`config.mk`:
```
export PLATFORM = sky130hd
export DESIGN_NAME = sces_cell
export DESIGN_NICKNAME = d
export VERILOG_FILES = /design/src/sv/assert_macros.svh /design/src/sv/sces_pkg.sv /design/src/sv/sces_cell.sv
export SDC_FILE = /design/constraint.sdc
export NUM_CORES = 1
export LEC_CHECK = 0
export ABC_AREA = 1
export ABC_CLOCK_PERIOD_IN_PS = 3100
export BUFFER_PORTS_ARGS = -buffer_cell sky130_fd_sc_hd__buf_2
export CAP_MARGIN = 20
export CORE_ASPECT_RATIO = 1.5
export CORE_UTILIZATION = 38
export CTS_CLUSTER_DIAMETER = 200
export DETAILED_ROUTE_END_ITERATION = 16
export PLACE_DENSITY = 0.77
export SETUP_SLACK_MARGIN = 0.2
export SYNTH_ARGS = -nofsm -noshare
export SYNTH_HDL_FRONTEND = slang
export SYNTH_SLANG_ARGS = --single-unit
```
`constraint.sdc`:
```
create_clock -name i_clk -period 3.1 [get_ports i_clk]
set_clock_uncertainty 0.1 [all_clocks]
set_input_delay 0.62 -clock i_clk [delete_from_list [all_inputs] [get_ports i_clk]]
set_output_delay 0.62 -clock i_clk [all_outputs]
set_load 0.005 [all_outputs]
```
`src/sv/assert_macros.svh`:
```
// Assertion helpers for the sparse entry store.
// Clocked on i_clk, quiet while i_rst_n is low.
`ifndef ASSERT_MACROS_SVH
`define ASSERT_MACROS_SVH

// Plain clocked property with a message.
`define SCES_ASSERT(label, prop, msg) \
    label: assert property (@(posedge i_clk) disable iff (!i_rst_n) (prop)) else $error(msg);

// Property that must hold in the cycle after a trigger.
`define SCES_ASSERT_NEXT(label, trig, prop, msg) \
    label: assert property (@(posedge i_clk) disable iff (!i_rst_n) (trig) |=> (prop)) \
        else $error(msg);

`endif

```
`src/sv/sces_pkg.sv`:
```
`timescale 1ns / 1ps
`default_nettype none
// ---------------------------------------------------------------------------
// sces_pkg
// Shared sizes, codes and types of the sparse coordinate entry store.
// ---------------------------------------------------------------------------
package sces_pkg;

    localparam int CAPACITY  = 64;
    localparam int ROW_W     = 10;
    localparam int COL_W     = 10;
    localparam int VAL_W     = 32;
    localparam int CNT_W     = $clog2(CAPACITY + 1);
    localparam int DIM_W     = 11;
    localparam int CFG_IDX_W = 2;

    localparam logic [DIM_W-1:0] DEFAULT_DIM = DIM_W'(10);

    // Register indexes on the config port
    localparam logic [CFG_IDX_W-1:0] CFG_ROW_COUNT = CFG_IDX_W'(0);
    localparam logic [CFG_IDX_W-1:0] CFG_COL_COUNT = CFG_IDX_W'(1);

    // Opcodes
    localparam logic OP_SET = 1'b0;
    localparam logic OP_GET = 1'b1;

    // Result status codes
    typedef enum logic [1:0] {
        ST_OK     = 2'd0,
        ST_BOUNDS = 2'd1,
        ST_FULL   = 2'd2
    } t_status;

    // Update command broadcast to every cell
    typedef struct packed {
        logic             wr_val;   // matching cell takes a new value
        logic             shift;    // cells at/after the match take from upper neighbor
        logic             append;   // tail cell takes the new entry
        logic [ROW_W-1:0] row;
        logic [COL_W-1:0] col;
        logic [VAL_W-1:0] value;
    } t_cell_ctrl;

    // One stored entry, as handed between neighbors
    typedef struct packed {
        logic [ROW_W-1:0] row;
        logic [COL_W-1:0] col;
        logic [VAL_W-1:0] value;
    } t_entry;

endpackage

`default_nettype wire

```
`src/sv/sces_cell.sv`:
```
`timescale 1ns / 1ps
`default_nettype none
// ---------------------------------------------------------------------------
// sces_cell
// One slot of the entry chain: holds an entry, compares it against the
// incoming position, and overwrites, shifts or appends on command.
// ---------------------------------------------------------------------------
module sces_cell (
    input  wire logic                    i_clk,
    input  wire logic                    i_rst_n,
    input  wire logic                    i_cmp_en,
    input  wire logic [sces_pkg::ROW_W-1:0] i_key_row,
    input  wire logic [sces_pkg::COL_W-1:0] i_key_col,
    input  wire logic                    i_live,
    input  wire logic                    i_tail,
    input  wire sces_pkg::t_cell_ctrl    i_ctrl,
    input  wire sces_pkg::t_entry        i_upper,
    input  wire logic                    i_seen,
    output sces_pkg::t_entry             o_entry,
    output logic                         o_seen,
    output logic                         o_match,
    output logic [sces_pkg::VAL_W-1:0]   o_hit_value
);
    import sces_pkg::*;

    t_entry r_entry;
    logic   r_match;
    logic   n_match;

    // Position compare, taken when an item is accepted
    assign n_match = i_live && (r_entry.row == i_key_row) && (r_entry.col == i_key_col);

    always_ff @(posedge i_clk) begin
        if (!i_rst_n) begin
            r_match <= 1'b0;
        end else if (i_cmp_en) begin
            r_match <= n_match;
        end
    end

    // Entry storage: overwrite, shift down from the upper neighbor, or append
    always_ff @(posedge i_clk) begin
        if (i_ctrl.wr_val && r_match) begin
            r_entry.value <= i_ctrl.value;
        end else if (i_ctrl.shift && o_seen) begin
            r_entry <= i_upper;
        end else if (i_ctrl.append && i_tail) begin
            r_entry.row   <= i_ctrl.row;
            r_entry.col   <= i_ctrl.col;
            r_entry.value <= i_ctrl.value;
        end
    end

    // Match seen at or below this slot ripples up the chain
    assign o_seen      = i_seen || r_match;
    assign o_entry     = r_entry;
    assign o_match     = r_match;
    assign o_hit_value = r_match ? r_entry.value : '0;

endmodule

`default_nettype wire

```
# Word level (Yosys, flattened, before mapping)
# Cells that the tools add are included.
[totals]
wordCells = 20
regBits = 53
output_inout_bits = 86
inputBits = 133
[op_classes]
mux = 4
n_eq_ne = 2
reduce_logical = 9
bitwise_logic = 1
[op_table]
columns = ["operator", "n"]
rows = [
  ["2-to-1 mux 52 bit", 2],
  ["2-to-1 mux 32 bit", 2],
  ["== test 10 bit", 2],
  ["logical AND 1 bit", 5],
  ["nonzero test 3 bit", 1],
  ["AND reduction 2 bit", 1],
  ["nonzero test 2 bit", 1],
  ["logical OR 1 bit", 1],
  ["inverter 1 bit", 1],
]

# Depth between registers and ports, before layout
[depth]
depth_word = 4
ltp_mapped = 8
mapped_depth_nobuf = 8

# Worst setup path after synthesis
# No wires, ideal clock.
[synth_timing]
kind = "input-to-reg"
start = "in i_seen"
end = "reg r_entry (netlist bit o_entry[32]) (enable)"
t_arrival_ns = 2.456
slack_ns = 0.116
n_path_buf = 1
setup_time_ns = 0.428
path_stages = 4
t_required_ns = 2.572
path_cell_list = "or2_4 > nand2_4 > buf_6 > a21boi_0"
[synth_via]
elab_chain_cells = 4
[synth_lines]
columns = ["element", "line_no", "source"]
rows = [
  ["start, declared", "sces_cell.sv:18", "input wire logic i_seen,"],
  ["logical OR 1 bit", "sces_cell.sv:55", "assign o_seen = i_seen || r_match;"],
  ["logical AND 1 bit", "sces_cell.sv:45", "end else if (i_ctrl.shift && o_seen) begin"],
  ["nonzero test 2 bit (no source line)", "n/a", ""],
  ["AND reduction 2 bit (no source line)", "n/a", ""],
  ["end signal, assigned", "sces_cell.sv:46", "r_entry <= i_upper;"],
  ["end, declared", "sces_cell.sv:26", "t_entry r_entry;"],
]
# Every way passes these cells.
# A chain may end at the register's enable or synchronous reset.

# Worst setup path in the final report
[layout_timing]
start = "reg r_match (netlist: o_match)"
end = "reg r_entry (netlist bit o_entry[0]) (data pin)"
[layout_via]
elab_chain_cells = 4
word_cells_on_any_way = 5
cone_classes = "mux (2); reduce/logical (3)"
[layout_lines]
columns = ["element", "line_no", "source"]
rows = [
  ["start, declared", "sces_cell.sv:27", "logic r_match;"],
  ["start signal, assigned", "sces_cell.sv:37", "r_match <= n_match;"],
  ["logical OR 1 bit", "sces_cell.sv:55", ""],
  ["logical AND 1 bit", "sces_cell.sv:45", ""],
  ["2-to-1 mux 52 bit", "sces_cell.sv:45", ""],
  ["2-to-1 mux 32 bit *", "sces_cell.sv:43", "if (i_ctrl.wr_val && r_match) begin"],
]
# Every way passes the cells marked *; elsewhere a longest branch is shown, timed or not.

==> summary.md <==
| Metric | Value |
|---|---|
| CTS tree | `built` |
| Post-route ant nets | `0` |
| Finished Cell Area | `0.00441 mm2` |
| Syn Nets | `428` |
| Placer congestion estimate | `~0.78` |
| Total GRT Usage | `18.3%` |
| Synth warn | `0` |
| Post-Syn Instances | `295` |
| First-pass GRT wire length | `between 10 and 15 mm` |
| WHS Endpoint | `o_match` |
| Fin crit period | `around 2200 ps` |
| Core area | `0.00796 mm2` |
| GR peak layer | `met2` |
| Pwr per Cell Area | `412 mW/mm2` |
| Status | `finished clean` |
| Critical path class | `reg2reg` |
| Final Cycle Share | `70.8%` |
| # rows | `40` |
| Post-DP HPWL | `6.50 mm` |
| Maximum number of pins on one net before global-route repair | `36` |
| Grt ovf | `0` |
| DRC | `0` |
| Hold path cells | `3` |
| Postcts setup bufs | `0` |
| Final non-filler cell total | `621` |
| CTS Buf Count | `5` |
| Min-delay src | `i_rst_n` |
| Yosys cell types | `20` |
| Reg area | `0.00158 mm2` |
| Grt met1 use | `17.5%` |
| Synth area leader | `edfxtp_1` |
| Area fraction of the dominant cell type after synthesis | `50.1%` |
| Root Buffer | `clkbuf_16` |
| Initial antenna violation count | `1` |
| Die area | `0.00857 mm2` |
| R2R cell count | `4` |
| Origin of the critical flop-to-flop path | `o_match` |
| DP Worst Slack | `612 ps` |
| CP Capture Type | `register` |
| Worst setup slack after layout | `905 ps` |
| Multi-input logic area | `0.00119 mm2` |
| Hold Violations, Final | `0` |
| WHS | `483 ps` |
| Slew Viols, Final | `0` |
| CTS HTree Levels | `2` |
| Max VDD drop | `0.270 mV` |
| Top-Level Pins | `219` |
| Clock latency on the worst-skew pair | `between 200 and 300 ps` |
| Synth top area cells | `edfxtp_1 (50%), mux2_4 (14%), nand2_1 (10%)` |
| Reg2reg setup slack | `slightly above 900 ps` |
| Total power | `~1.8 mW` |
| Post-synthesis sequential area ratio | `50.8%` |
| Synthesis-to-finish area growth | `41.6%` |
| Chip Height | `113 um` |
| RSZ-0062 raised after global routing | `false` |
| Fmax | `455 MHz` |
| Max-Cap Viols | `0` |
| Clk pin slew, worst setup/hold paths | `70 ps` |
| Data required, critical path | `about 3000 ps` |
| Slew @ Worst Pin | `between 600 and 700 ps` |
| TNS Setup | `0 ps` |
| Vias in the first global route | `between 2000 and 3000` |
| Cell Area, Placed | `0.00426 mm2` |
| Worst slew margin | `58.9%` |
| Die width | `75.9 um` |
| CTS Sinks | `53` |
| P_leak | `2.61 nW` |
| Worst min path class | `in2reg` |
| Iter 0 DRT Violations | `70` |
| Arrival @ worst endpoint | `2140 ps` |
| I/O Buffers | `218` |
| Met3 Use GR | `roughly 4.5%` |
| Post-CTS resize count | `0` |
| Clk buf depth | `2` |
| R2R Path End | `o_entry[0]` |
| GR Util met2 | `37.4%` |
| Fillcell total | `a little under 700` |
| Starting Density | `39.2%` |
| Via/cell ratio | `4.41` |
| Setup violators final | `0` |
| Final layout net count | `647` |
| Routed Wire Length | `between 7 and 8 mm` |
| Final core utilization | `55.5%` |
| #FFs+latches synth | `53` |
| Hold_buf cts | `0` |
| Crit path max fanout | `35` |
| Worst setup SP type | `register` |
| Syn Area/Cell | `approximately 11 um2` |
| Layout cell share with drive strength beyond 1 | `a little under three fifths` |
| Mapped Area | `0.00312 mm2` |
| DP Cell Count | `between 600 and 700` |
| Via count | `~2700` |
| Wire per inst | `12.7 um` |
| TritonRoute pass-1 iters | `4` |
[kinds of logic (layout without fill, tap and decap cells)]
logic type,after synthesis,in the layout,share of synthesized area (%)
simple gates,110,110,14.5
buf+inv,75,295,11.3
flops,53,53,50.8
mux,52,52,22.4
compound gates,4,4,0.723
xor+xnor,1,1,0.281
other cells,0,1,0
[how the worst max path moves through the flow]
stage	startpoint	end	depth (start not counted)
6_report	o_match	o_entry[0]	4
5_1_grt	o_match	o_entry[0]	4
4_1_cts	o_match	o_entry[0]	4
2_1_floorplan	i_seen	o_entry[0]	4
3_5_place_dp	i_seen	o_entry[44]	4
3_3_place_gp	i_seen	o_entry[40]	4
[metal layers]
metal	share of wire [%]	up-vias
li1	-	1363
met1	34	1230
met2	57	139
met3	7.9	8
met4	1.3	0
met5	0	-
[cells in the final DEF (no fill, tap or decap), drive strengths merged]
cell      n
a21oi     1
or2       4
xnor2     1
mux2     52
inv      66
clkinv    2
dfxtp     1
buf     221
clkbuf    6
nor2     15
nand2    86
edfxtp   52
diode     1
a21boi    1
nand3     5
o21ai     2
[synth_stat cells, drive strengths merged]
library cell	instances
a21boi	1
clkbuf	3
inv	66
nand3	5
nand2	86
nor2	15
or2	4
buf	6
dfxtp	1
edfxtp	52
a21oi	1
mux2	52
o21ai	2
xnor2	1
[report_power, final]
| group | internal [mW] | total [mW] | switching [mW] |
|---|---|---|---|
| Combinational | 0.205 | 0.354 | 0.149 |
| Sequential | 0.886 | 0.935 | 0.0495 |
| Clock | 0.297 | 0.529 | 0.232 |
[registers in the layout (all words and copies together), names as in the netlist]
signal / count
o_entry: 52
o_match: 1
[area by class of cell]
| type | instances | share of cell area [%] |
|---|---|---|
| clock inverter | 2 | 0.227 |
| inverter | 66 | 5.61 |
| antenna | 1 | 0.0567 |
| tap | 105 | 2.98 |
| timing repair buffer | 221 | 25.4 |
| multi-input combinational | 167 | 27.0 |
| sequential | 53 | 35.8 |
| clock buffer | 6 | 2.92 |
[critical path, stage by stage, from the launching register on]
cell,delay (ps)
dfxtp_1,340
buf_4,340
nand2_1,230
nand3_4,520
mux2_2,400
(Power assumes the default switching activity.)
